### src/design/rsh_pkg.sv
// Shared constants for the rectangle/sector hit test: parameter defaults,
// arctangent table in turn units and fixed-point sizes.
// No dependencies.
`timescale 1ns / 1ps

package rsh_pkg;

   localparam int COORD_WIDTH_DEF      = 16;
   localparam int ANGLE_WIDTH_DEF      = 16;
   localparam int ANGLE_ITERATIONS_DEF = 16;

   // CORDIC operands carry this many fraction bits
   localparam int FRAC_BITS  = 16;
   // turn accumulator width, 0x80000000 is a half turn
   localparam int TURN_WIDTH = 32;
   localparam int ATAN_DEPTH = 24;
   localparam int ATAN_IDX_W = 5;

   localparam logic [TURN_WIDTH-1:0] HALF_TURN = 32'h8000_0000;

   localparam logic [TURN_WIDTH-1:0] ATAN_TURN [ATAN_DEPTH] = '{
      32'h20000000, 32'h12E4051E, 32'h09FB385B, 32'h051111D4, 32'h028B0D43,
      32'h0145D7E1, 32'h00A2F61E, 32'h00517C55, 32'h0028BE53, 32'h00145F2F,
      32'h000A2F98, 32'h000517CC, 32'h00028BE6, 32'h000145F3, 32'h0000A2FA,
      32'h0000517D, 32'h000028BE, 32'h0000145F, 32'h00000A30, 32'h00000518,
      32'h0000028C, 32'h00000146, 32'h000000A3, 32'h00000051
   };

endpackage

### src/design/rsh_cordic.sv
// Vectoring CORDIC: angle of (dx, dy) in turn units, one rotation per cycle
// through a single shift/add unit. Uses rsh_pkg for the arctangent table.
`timescale 1ns / 1ps

module rsh_cordic #(
   parameter int DW         = rsh_pkg::COORD_WIDTH_DEF + 1,
   parameter int ANGLE_W    = rsh_pkg::ANGLE_WIDTH_DEF,
   parameter int ITERATIONS = rsh_pkg::ANGLE_ITERATIONS_DEF
) (
   input  logic                clock,
   input  logic                reset,
   input  logic                start,
   input  logic signed [DW-1:0] dx,
   input  logic signed [DW-1:0] dy,
   output logic                done,
   output logic [ANGLE_W-1:0]  angle
);

   import rsh_pkg::*;

   // room for the fraction bits and the CORDIC gain
   localparam int CW = DW + FRAC_BITS + 3;

   logic                    busy_ff, busy_in;
   logic                    done_ff, done_in;
   logic [ATAN_IDX_W-1:0]   cnt_ff, cnt_in;
   logic signed [CW-1:0]    x_ff, x_in;
   logic signed [CW-1:0]    y_ff, y_in;
   logic [TURN_WIDTH-1:0]   z_ff, z_in;
   logic signed [CW-1:0]    x_init, y_init;
   logic signed [CW-1:0]    xs, ys;
   logic [TURN_WIDTH-1:0]   z_round;

   always_comb begin
      x_init  = CW'(dx) <<< FRAC_BITS;
      y_init  = CW'(dy) <<< FRAC_BITS;
      xs      = x_ff >>> cnt_ff;
      ys      = y_ff >>> cnt_ff;
      busy_in = busy_ff;
      done_in = 1'b0;
      cnt_in  = cnt_ff;
      x_in    = x_ff;
      y_in    = y_ff;
      z_in    = z_ff;
      if (start && !busy_ff) begin
         busy_in = 1'b1;
         cnt_in  = '0;
         // turn left half-plane vectors by a half turn first
         if (dx < 0) begin
            x_in = -x_init;
            y_in = -y_init;
            z_in = HALF_TURN;
         end else begin
            x_in = x_init;
            y_in = y_init;
            z_in = '0;
         end
      end else if (busy_ff) begin
         if (y_ff > 0) begin
            x_in = x_ff + ys;
            y_in = y_ff - xs;
            z_in = z_ff + ATAN_TURN[cnt_ff];
         end else begin
            x_in = x_ff - ys;
            y_in = y_ff + xs;
            z_in = z_ff - ATAN_TURN[cnt_ff];
         end
         cnt_in = cnt_ff + 1'b1;
         if (cnt_ff == ATAN_IDX_W'(ITERATIONS - 1)) begin
            busy_in = 1'b0;
            done_in = 1'b1;
         end
      end
   end

   always_ff @(posedge clock) begin
      if (reset) begin
         busy_ff <= 1'b0;
         done_ff <= 1'b0;
      end else begin
         busy_ff <= busy_in;
         done_ff <= done_in;
      end
      cnt_ff <= cnt_in;
      x_ff   <= x_in;
      y_ff   <= y_in;
      z_ff   <= z_in;
   end

   // round to nearest at the output width
   assign z_round = z_ff + (TURN_WIDTH'(1) << (TURN_WIDTH - 1 - ANGLE_W));
   assign angle   = z_round[TURN_WIDTH-1 -: ANGLE_W];
   assign done    = done_ff;

endmodule

### src/design/rsh_point.sv
// Single sample point test: reach box, squared distance on one shared
// multiplier, then angle range via rsh_cordic. Uses rsh_pkg.
`timescale 1ns / 1ps

module rsh_point #(
   parameter int COORD_WIDTH      = rsh_pkg::COORD_WIDTH_DEF,
   parameter int ANGLE_WIDTH      = rsh_pkg::ANGLE_WIDTH_DEF,
   parameter int ANGLE_ITERATIONS = rsh_pkg::ANGLE_ITERATIONS_DEF
) (
   input  logic                          clock,
   input  logic                          reset,
   input  logic                          start,
   input  logic signed [COORD_WIDTH-1:0] px,
   input  logic signed [COORD_WIDTH-1:0] py,
   input  logic signed [COORD_WIDTH-1:0] cx,
   input  logic signed [COORD_WIDTH-1:0] cy,
   input  logic [COORD_WIDTH-2:0]        reach,
   input  logic [ANGLE_WIDTH-1:0]        lo,
   input  logic [ANGLE_WIDTH-1:0]        hi,
   output logic                          done,
   output logic                          hit
);

   import rsh_pkg::*;

   localparam int DW = COORD_WIDTH + 1;
   localparam int PW = 2 * COORD_WIDTH;

   typedef enum logic [7:0] {
      P_IDLE  = 8'b0000_0001,
      P_CHECK = 8'b0000_0010,
      P_SQX   = 8'b0000_0100,
      P_SQY   = 8'b0000_1000,
      P_SQR   = 8'b0001_0000,
      P_ANGLE = 8'b0010_0000,
      P_RANGE = 8'b0100_0000,
      P_FIN   = 8'b1000_0000
   } pstate_type;

   pstate_type            state_ff, state_in;
   logic signed [DW-1:0]  dx_ff, dx_in;
   logic signed [DW-1:0]  dy_ff, dy_in;
   logic [PW-1:0]         prod_ff, prod_in;
   logic [PW-1:0]         acc_ff, acc_in;
   logic                  hit_ff, hit_in;
   logic                  cordic_start;
   logic                  cordic_done;
   logic [ANGLE_WIDTH-1:0] angle;
   logic signed [DW-1:0]  reach_s;
   logic signed [DW-1:0]  mul_a;
   logic signed [2*DW-1:0] mul_p;
   logic                  out_box;
   logic                  in_range;
   logic [1:0]            mul_sel;

   localparam logic [1:0] MUL_DX = 2'd0;
   localparam logic [1:0] MUL_DY = 2'd1;
   localparam logic [1:0] MUL_R  = 2'd2;

   assign reach_s = DW'($signed({1'b0, reach}));
   assign out_box = (dx_ff > reach_s) || (-dx_ff > reach_s) ||
                    (dy_ff > reach_s) || (-dy_ff > reach_s);
   assign in_range = (lo <= hi) ? (angle >= lo && angle <= hi)
                                : (angle <= hi || angle >= lo);

   // shared squarer
   always_comb begin
      case (mul_sel)
         MUL_DX:  mul_a = dx_ff;
         MUL_DY:  mul_a = dy_ff;
         default: mul_a = reach_s;
      endcase
      mul_p = mul_a * mul_a;
   end

   always_comb begin
      state_in     = state_ff;
      dx_in        = dx_ff;
      dy_in        = dy_ff;
      prod_in      = prod_ff;
      acc_in       = acc_ff;
      hit_in       = hit_ff;
      cordic_start = 1'b0;
      mul_sel      = MUL_DX;
      unique case (state_ff)
         P_IDLE: begin
            if (start) begin
               dx_in    = DW'(px) - DW'(cx);
               dy_in    = DW'(cy) - DW'(py);
               hit_in   = 1'b0;
               state_in = P_CHECK;
            end
         end
         P_CHECK: begin
            mul_sel = MUL_DX;
            prod_in = mul_p[PW-1:0];
            if (out_box || (dx_ff == '0 && dy_ff == '0)) begin
               state_in = P_FIN;
            end else begin
               state_in = P_SQX;
            end
         end
         P_SQX: begin
            mul_sel  = MUL_DY;
            prod_in  = mul_p[PW-1:0];
            acc_in   = prod_ff;
            state_in = P_SQY;
         end
         P_SQY: begin
            mul_sel  = MUL_R;
            prod_in  = mul_p[PW-1:0];
            acc_in   = acc_ff + prod_ff;
            state_in = P_SQR;
         end
         P_SQR: begin
            if (acc_ff > prod_ff) begin
               state_in = P_FIN;
            end else begin
               cordic_start = 1'b1;
               state_in     = P_ANGLE;
            end
         end
         P_ANGLE: begin
            if (cordic_done) begin
               state_in = P_RANGE;
            end
         end
         P_RANGE: begin
            hit_in   = in_range;
            state_in = P_FIN;
         end
         P_FIN: begin
            state_in = P_IDLE;
         end
         default: state_in = P_IDLE;
      endcase
   end

   always_ff @(posedge clock) begin
      if (reset) begin
         state_ff <= P_IDLE;
      end else begin
         state_ff <= state_in;
      end
      dx_ff   <= dx_in;
      dy_ff   <= dy_in;
      prod_ff <= prod_in;
      acc_ff  <= acc_in;
      hit_ff  <= hit_in;
   end

   rsh_cordic #(
      .DW         (DW),
      .ANGLE_W    (ANGLE_WIDTH),
      .ITERATIONS (ANGLE_ITERATIONS)
   ) u_cordic (
      .clock (clock),
      .reset (reset),
      .start (cordic_start),
      .dx    (dx_ff),
      .dy    (dy_ff),
      .done  (cordic_done),
      .angle (angle)
   );

   assign done = (state_ff == P_FIN);
   assign hit  = hit_ff;

endmodule

### config.mk
export PLATFORM = sky130hd
export DESIGN_NAME = rsh_point
export DESIGN_NICKNAME = d
export VERILOG_FILES = /design/src/design/rsh_pkg.sv /design/src/design/rsh_cordic.sv /design/src/design/rsh_point.sv
export SDC_FILE = /design/constraint.sdc
export NUM_CORES = 2
export LEC_CHECK = 0
export ABC_AREA = 1
export BUFFER_PORTS_ARGS = -buffer_cell sky130_fd_sc_hd__buf_4
export CORE_ASPECT_RATIO = 1.5
export CORE_MARGIN = 5
export CORE_UTILIZATION = 30
export CTS_BUF_LIST = sky130_fd_sc_hd__clkbuf_8
export DETAILED_ROUTE_END_ITERATION = 10
export PLACE_DENSITY = 0.46
export SLEW_MARGIN = 5
export SYNTH_ARGS = -nofsm -noshare
export SYNTH_HDL_FRONTEND = slang
export SYNTH_SLANG_ARGS = --single-unit
export TNS_END_PERCENT = 100
### constraint.sdc
create_clock -name clock -period 9 [get_ports clock]
set_input_delay 1.35 -clock clock [delete_from_list [all_inputs] [get_ports clock]]
set_output_delay 1.35 -clock clock [all_outputs]
set_load 0.02 [all_outputs]
# Word-level counts from Yosys, hierarchy flattened
# Memories as Yosys holds them, arrays and structs flattened.
# Cells that the tools add are included.
[classes] order_cmp=11 n_eq_ne=12 n_div=0 reduce_logical=20 n_addsub=15 bitwise=2 mux=31 mul=1 shifts=2
[ops] op="$mux 36" n=8
[ops] op="$mux 32" n=6
[ops] op="$add 36x36->36" n=2
[ops] op="$neg 33->36" n=2
[ops] op="$sshr 36x5->36" n=2
[ops] op="$sub 36x36->36" n=2
[ops] op="$gt 17x16->1" n=4
[ops] op="$add 32x32->32" n=2
[ops] op="$pmux 32 s2" n=1
[ops] op="$pmux 8 s7" n=1
[ops] op="$gt 36x1->1 const B" n=1
[ops] op="$logic_not 17->1" n=2
[ops] op="$neg 17->17" n=2
[ops] op="$pmux 17 s2" n=1
[ops] op="$sub 16x16->17" n=2
[ops] op="$add 32x16->32 const B" n=1
[ops] op="$gt 32x32->1" n=1
[ops] op="$le 16x16->1" n=2
[ops] op="$mul 17x17->32" n=1
[ops] op="$mux 8" n=4
[ops] op="$sub 32x32->32" n=1
[ops] op="$lt 17x1->1 const B" n=1
[ops] op="$ge 16x16->1" n=1
[ops] op="$eq 8x1->1 const B" n=1
[ops] op="other kinds (25)" n=43
[word_totals] out_inout_bits=2 word_cells=107 ff_bits=218 mem_count=1 rom_bits=1024 ramBits=0 latchBits=0 inputBits=114
[mem_list] name="(no name shown)" depth=32 word_bits=32 read_ports=1 rd_ports_with_merged_regs=0 write_ports=0 line_no="rsh_cordic.sv:62" source="z_in = z_ff + ATAN_TURN[cnt_ff];"

# Depth between registers and ports, before layout
[logic_depth] ltp_word=8 ltp_mapped=38 depth_no_buf=36

# By module
# From an unflattened synthesis, not the netlist that was laid out.
[unflattened] hier_cells=5441 area_unflattened_um2=38230.4
[by_module_without_submodules] module="rsh_point" area_each_um2=20649.8 cells_per_inst=2514 seq_area_each_um2=3103.0 instances=1
[by_module_without_submodules] module="rsh_cordic" area_each_um2=17580.6 cells_per_inst=2927 seq_area_each_um2=3263.1 instances=1

# Least setup slack after synthesis
# Ideal clock, no wire load.
[synth_path] path_kind="reg2reg" start="register state_ff[6]" end="register prod_ff[29] (data pin)" required_ns=8.736 arrival_ns=7.284 n_path_buf=3 path_stages_with_launch=32 slack_ns=1.452 period_less_slack_ns=7.548 setup_time_ns=0.264 path_cell_list="dfxtp_1 -> nor2_1 -> inv_1 -> nor2_1 -> nand2_1 -> inv_2 -> nor2_2 -> inv_2 -> buf_2 -> buf_2 -> a31oi_1 -> buf_2 -> nor2_1 -> fa_1 -> inv_1 -> fa_1 -> inv_1 -> fa_1 -> fa_1 -> fa_1 -> inv_1 -> fa_1 -> inv_1 -> ha_1 -> nand2_1 -> nor4_1 -> nand3_1 -> nand3_1 -> nand3_1 -> nand2_1 -> a31oi_1 -> xor2_1"
[synth_via] elab_chain_len=5 elab_cells_between_ends=7 cone_classes="mul (1); eq/ne (3); mux (2); reduce/logical (1)"
[synth_lines] element="from (decl)" line_no="rsh_point.sv:40" source="pstate_type state_ff, state_in;"
[synth_lines] element="from (signal assigned)" line_no="rsh_point.sv:143" source="state_ff <= state_in;"
[synth_lines] element="$eq 8x4->1 or $eq 8x3->1 (tied branches)" line_no="rsh_point.sv:85" source="unique case (state_ff)"
[synth_lines] element="$pmux 2 s2 (*)" line_no="rsh_point.sv:85"
[synth_lines] element="$eq 2x1->1 or $logic_not 2->1 (tied branches)" line_no="rsh_point.sv:68" source="case (mul_sel)"
[synth_lines] element="$pmux 17 s2 (*)" line_no="rsh_point.sv:68"
[synth_lines] element="$mul 17x17->32 (*)" line_no="rsh_point.sv:73" source="mul_p = mul_a * mul_a;"
[synth_lines] element="via mul_p[29]" line_no="rsh_point.sv:51" source="logic signed [2*DW-1:0] mul_p;"
[synth_lines] element="to (signal assigned)" line_no="rsh_point.sv:147" source="prod_ff <= prod_in;"
[synth_lines] element="to (decl)" line_no="rsh_point.sv:43" source="logic [PW-1:0] prod_ff, prod_in;"
# The timed path passes the listed nets; every way through them passes the cells marked *.
# A chain may end at the register's enable or synchronous reset.

# Worst setup path in the final report
# Ends and elaborated chain as after synthesis.

==> results.toml <==
[status]
status = "finished clean"

[cts]
cts.clk_slew.worst_paths_ps = 70
cts_sinks = 217
root_buffer = "clkbuf_8"
cts_buffers = 44
postCtsSetupBuffers = 0
cts.hold.buffers_added = 0
htreeDepth = 2
cts_resized = 0
clock_path_buffers = 3
cts_tree = "yes"
insertion_delay_ps = 690

[logic_synthesis]
synth_compound_area_share_pct = 12.5
synth_top_family_by_area = "adder cells"
synth-edff-count = 202
seq_area_frac_synth_pct = 17.1
synth_xor_area_share_pct = 6.57
synth_cell_types = 56
synth_nets = 6115
avgSynthCellArea_sq_um = 6.98
ys_warn_count = 0
synthMuxAreaShare_pct = 0.0536
async_reset_ff_share_pct = 0
synth_top_area_share_pct = 16.3
synthSimpleGateAreaFrac_pct = 25.3
synth_ff_type = "edfxtp_1"
yosysMostFrequentCell = "nand2_1"
synth-seq-cells = 217
ys_top_cells_by_area = "edfxtp_1 (16%), fa_1 (14%), ha_1 (13%), nand2_1 (12%), inv_1 (9.3%)"
synthAdderAreaFrac_pct = 27.3
netlist_instances = 5343
synth_area_leader_cell = "edfxtp_1"
synth_common_cells = "nand2_1 (1233), inv_1 (929), nor2_1 (437)"
syn_area_sq_um = 37300

[timing]
fmax_ghz = 0.118
fin_skew_ps = 69.8
rsz0062_at_grt = "no"
finalHoldViolCount = 0
final.period_utilization_pct = 93.9
finalSetupViolations = 0
maxSlewViolCount = 0
fin_crit_ps = 8450
fin_tns_setup_ps = 0
max-slew-margin-rel_pct = 30.5
tightest_slew_ps = 1030

[job]
cap_violations = 0

[setup_path]
cp_data_required_time_ps = 9370
cp.buffers_inverters = 8
rrSetupSlack_ps = 550
arrival_ps = 8820
start_kind = "register"
worstReg2RegStart = "state_ff[6]"
cpLargestDelayFamily = "adder cells"
reg2regPathDepth = 30
cpMostUsedCell = "fa_1"
startpoint = "state_ff[6]"
reg2reg_to = "prod_ff[29]"
endpoint = "prod_ff[29]"
cp_max_fo = 20
critPathSlowestCell = "fa_1"
cp.depth = 30
end_kind = "register"
crit_type = "reg -> reg"
slowest_delay_ps = 710

[global_routing]
grt_max_degree = 76
grt_pass1_wl_um = 206000
grt_pass1_vias = 36700
overflow = 0
antenna_found_initial = 5
track_usage_pct = 19.8

[cells_and_area]
area_growth_pct = 9.65
fin_nets = 6192
drive_above_1_share_pct = 5.24

[detailed_routing]
drt-vias-per-instance = 4.98
wl_per_cell_um = 18.9
dr_total_vias = 35100
drtIter0Drc = 1880
antenna_left = 0
drc = 0
drt_pass1_iterations = 7
wl_um = 134000

[floorplan]
rows = 158
num_io_pins = 116
fp.dieW_um = 298
die_h_um = 442
dieArea_sq_um = 132000
initial_utilization_pct = 30.2
core-area_sq_um = 124000

[placed_design]
hpwl_um = 112000
gp_congestion = 0.944
io_buffer_count = 115

[hold_path]
min_from = "u_cordic.cnt_ff[4]"
hold_path_class = "reg -> reg"
-- through the flow --
| stage | util, % | cell area (sq um) | hold slack (ps) | setup WS [ps] | cells |
|---|---|---|---|---|---|
| floorplan | - | 37300 | 495 | 1450 | 5343 |
| global placement | 32.4 | 40000 | 457 | 642 | 6974 |
| detailed placement | 32.4 | 40000 | 465 | 590 | 6974 |
| CTS | 33.1 | 40900 | 480 | 493 | 7055 |
| global route | 33.1 | 40900 | 513 | 25.9 | 7056 |
| finish | 33.1 | 40900 | 480 | 553 | 7056 |
-- layout make-up --
class | count | area, sq um
antenna | 1 | 2.50
clock buffer | 44 | 606
clock inverter | 37 | 315
fill | 13600 | 82600
inverter | 949 | 3560
multi-input combinational | 4043 | 26800
sequential | 217 | 6370
tap | 1600 | 2000
timing repair buffer | 165 | 1240
-- cell families after synthesis --
family	count (synthesis)
AO/OA/AOI/OAI	836
XOR/XNOR	280
adder cells (fa/ha/maj)	658
buffers and inverters	1083
flip-flops	217
multiplexers	2
AND/OR/NAND/NOR	2267
-- state kept, by name, summed over array words and instances, names as in the netlist --
signal,flops
u_cordic.x_ff,36
u_cordic.y_ff,36
acc_ff,32
u_cordic.z_ff,32
prod_ff,31
dx_ff,17
dy_ff,17
state_ff,8
u_cordic.cnt_ff,5
hit,1
u_cordic.busy_ff,1
u_cordic.done,1
-- cell usage in the layout (no fill, tap or decap), drive strengths merged, types with 42 or more instances in the layout --
cell    netlist  routed
ha          397     397
xnor2        93      93
edfxtp      202     202
inv         939     949
nor2        447     447
nand2      1237    1237
xor2        187     187
nand3       420     420
a21oi       315     315
o21ai       338     338
nand4        48      48
buf          80     165
clkbuf       54      44
nor3         42      42
fa          261     261
-- worst min path at each step --
stage / depth (start not counted) / endpoint
floorplan: 2 / state_ff[5]
global placement: 2 / u_cordic.cnt_ff[4]
detailed placement: 2 / u_cordic.cnt_ff[4]
CTS: 2 / u_cordic.cnt_ff[4]
global route: 2 / u_cordic.cnt_ff[4]
finish: 2 / u_cordic.cnt_ff[4]
-- routing by layer --
layer | vias to the layer above | wire length, um | track usage, % | share of wire [%]
met4 | 0 | 6980 | 8.81 | 5.2
met3 | 245 | 3890 | 1.36 | 2.9
li1 | 17500 | - | - | -
met2 | 734 | 72900 | 39.7 | 55
met5 | - | 0 | 0 | 0
met1 | 16700 | 49800 | 21.0 | 37
-- tightest hold or removal path, stage by stage, from the launching register on --
cell and delay [ps]:
dfxtp_2 340, a21oi_1 70, inv_1 40
Power is left out: the tool's default activity adds up to more than one toggle a clock period on the data nets, which glitch-free logic cannot reach.
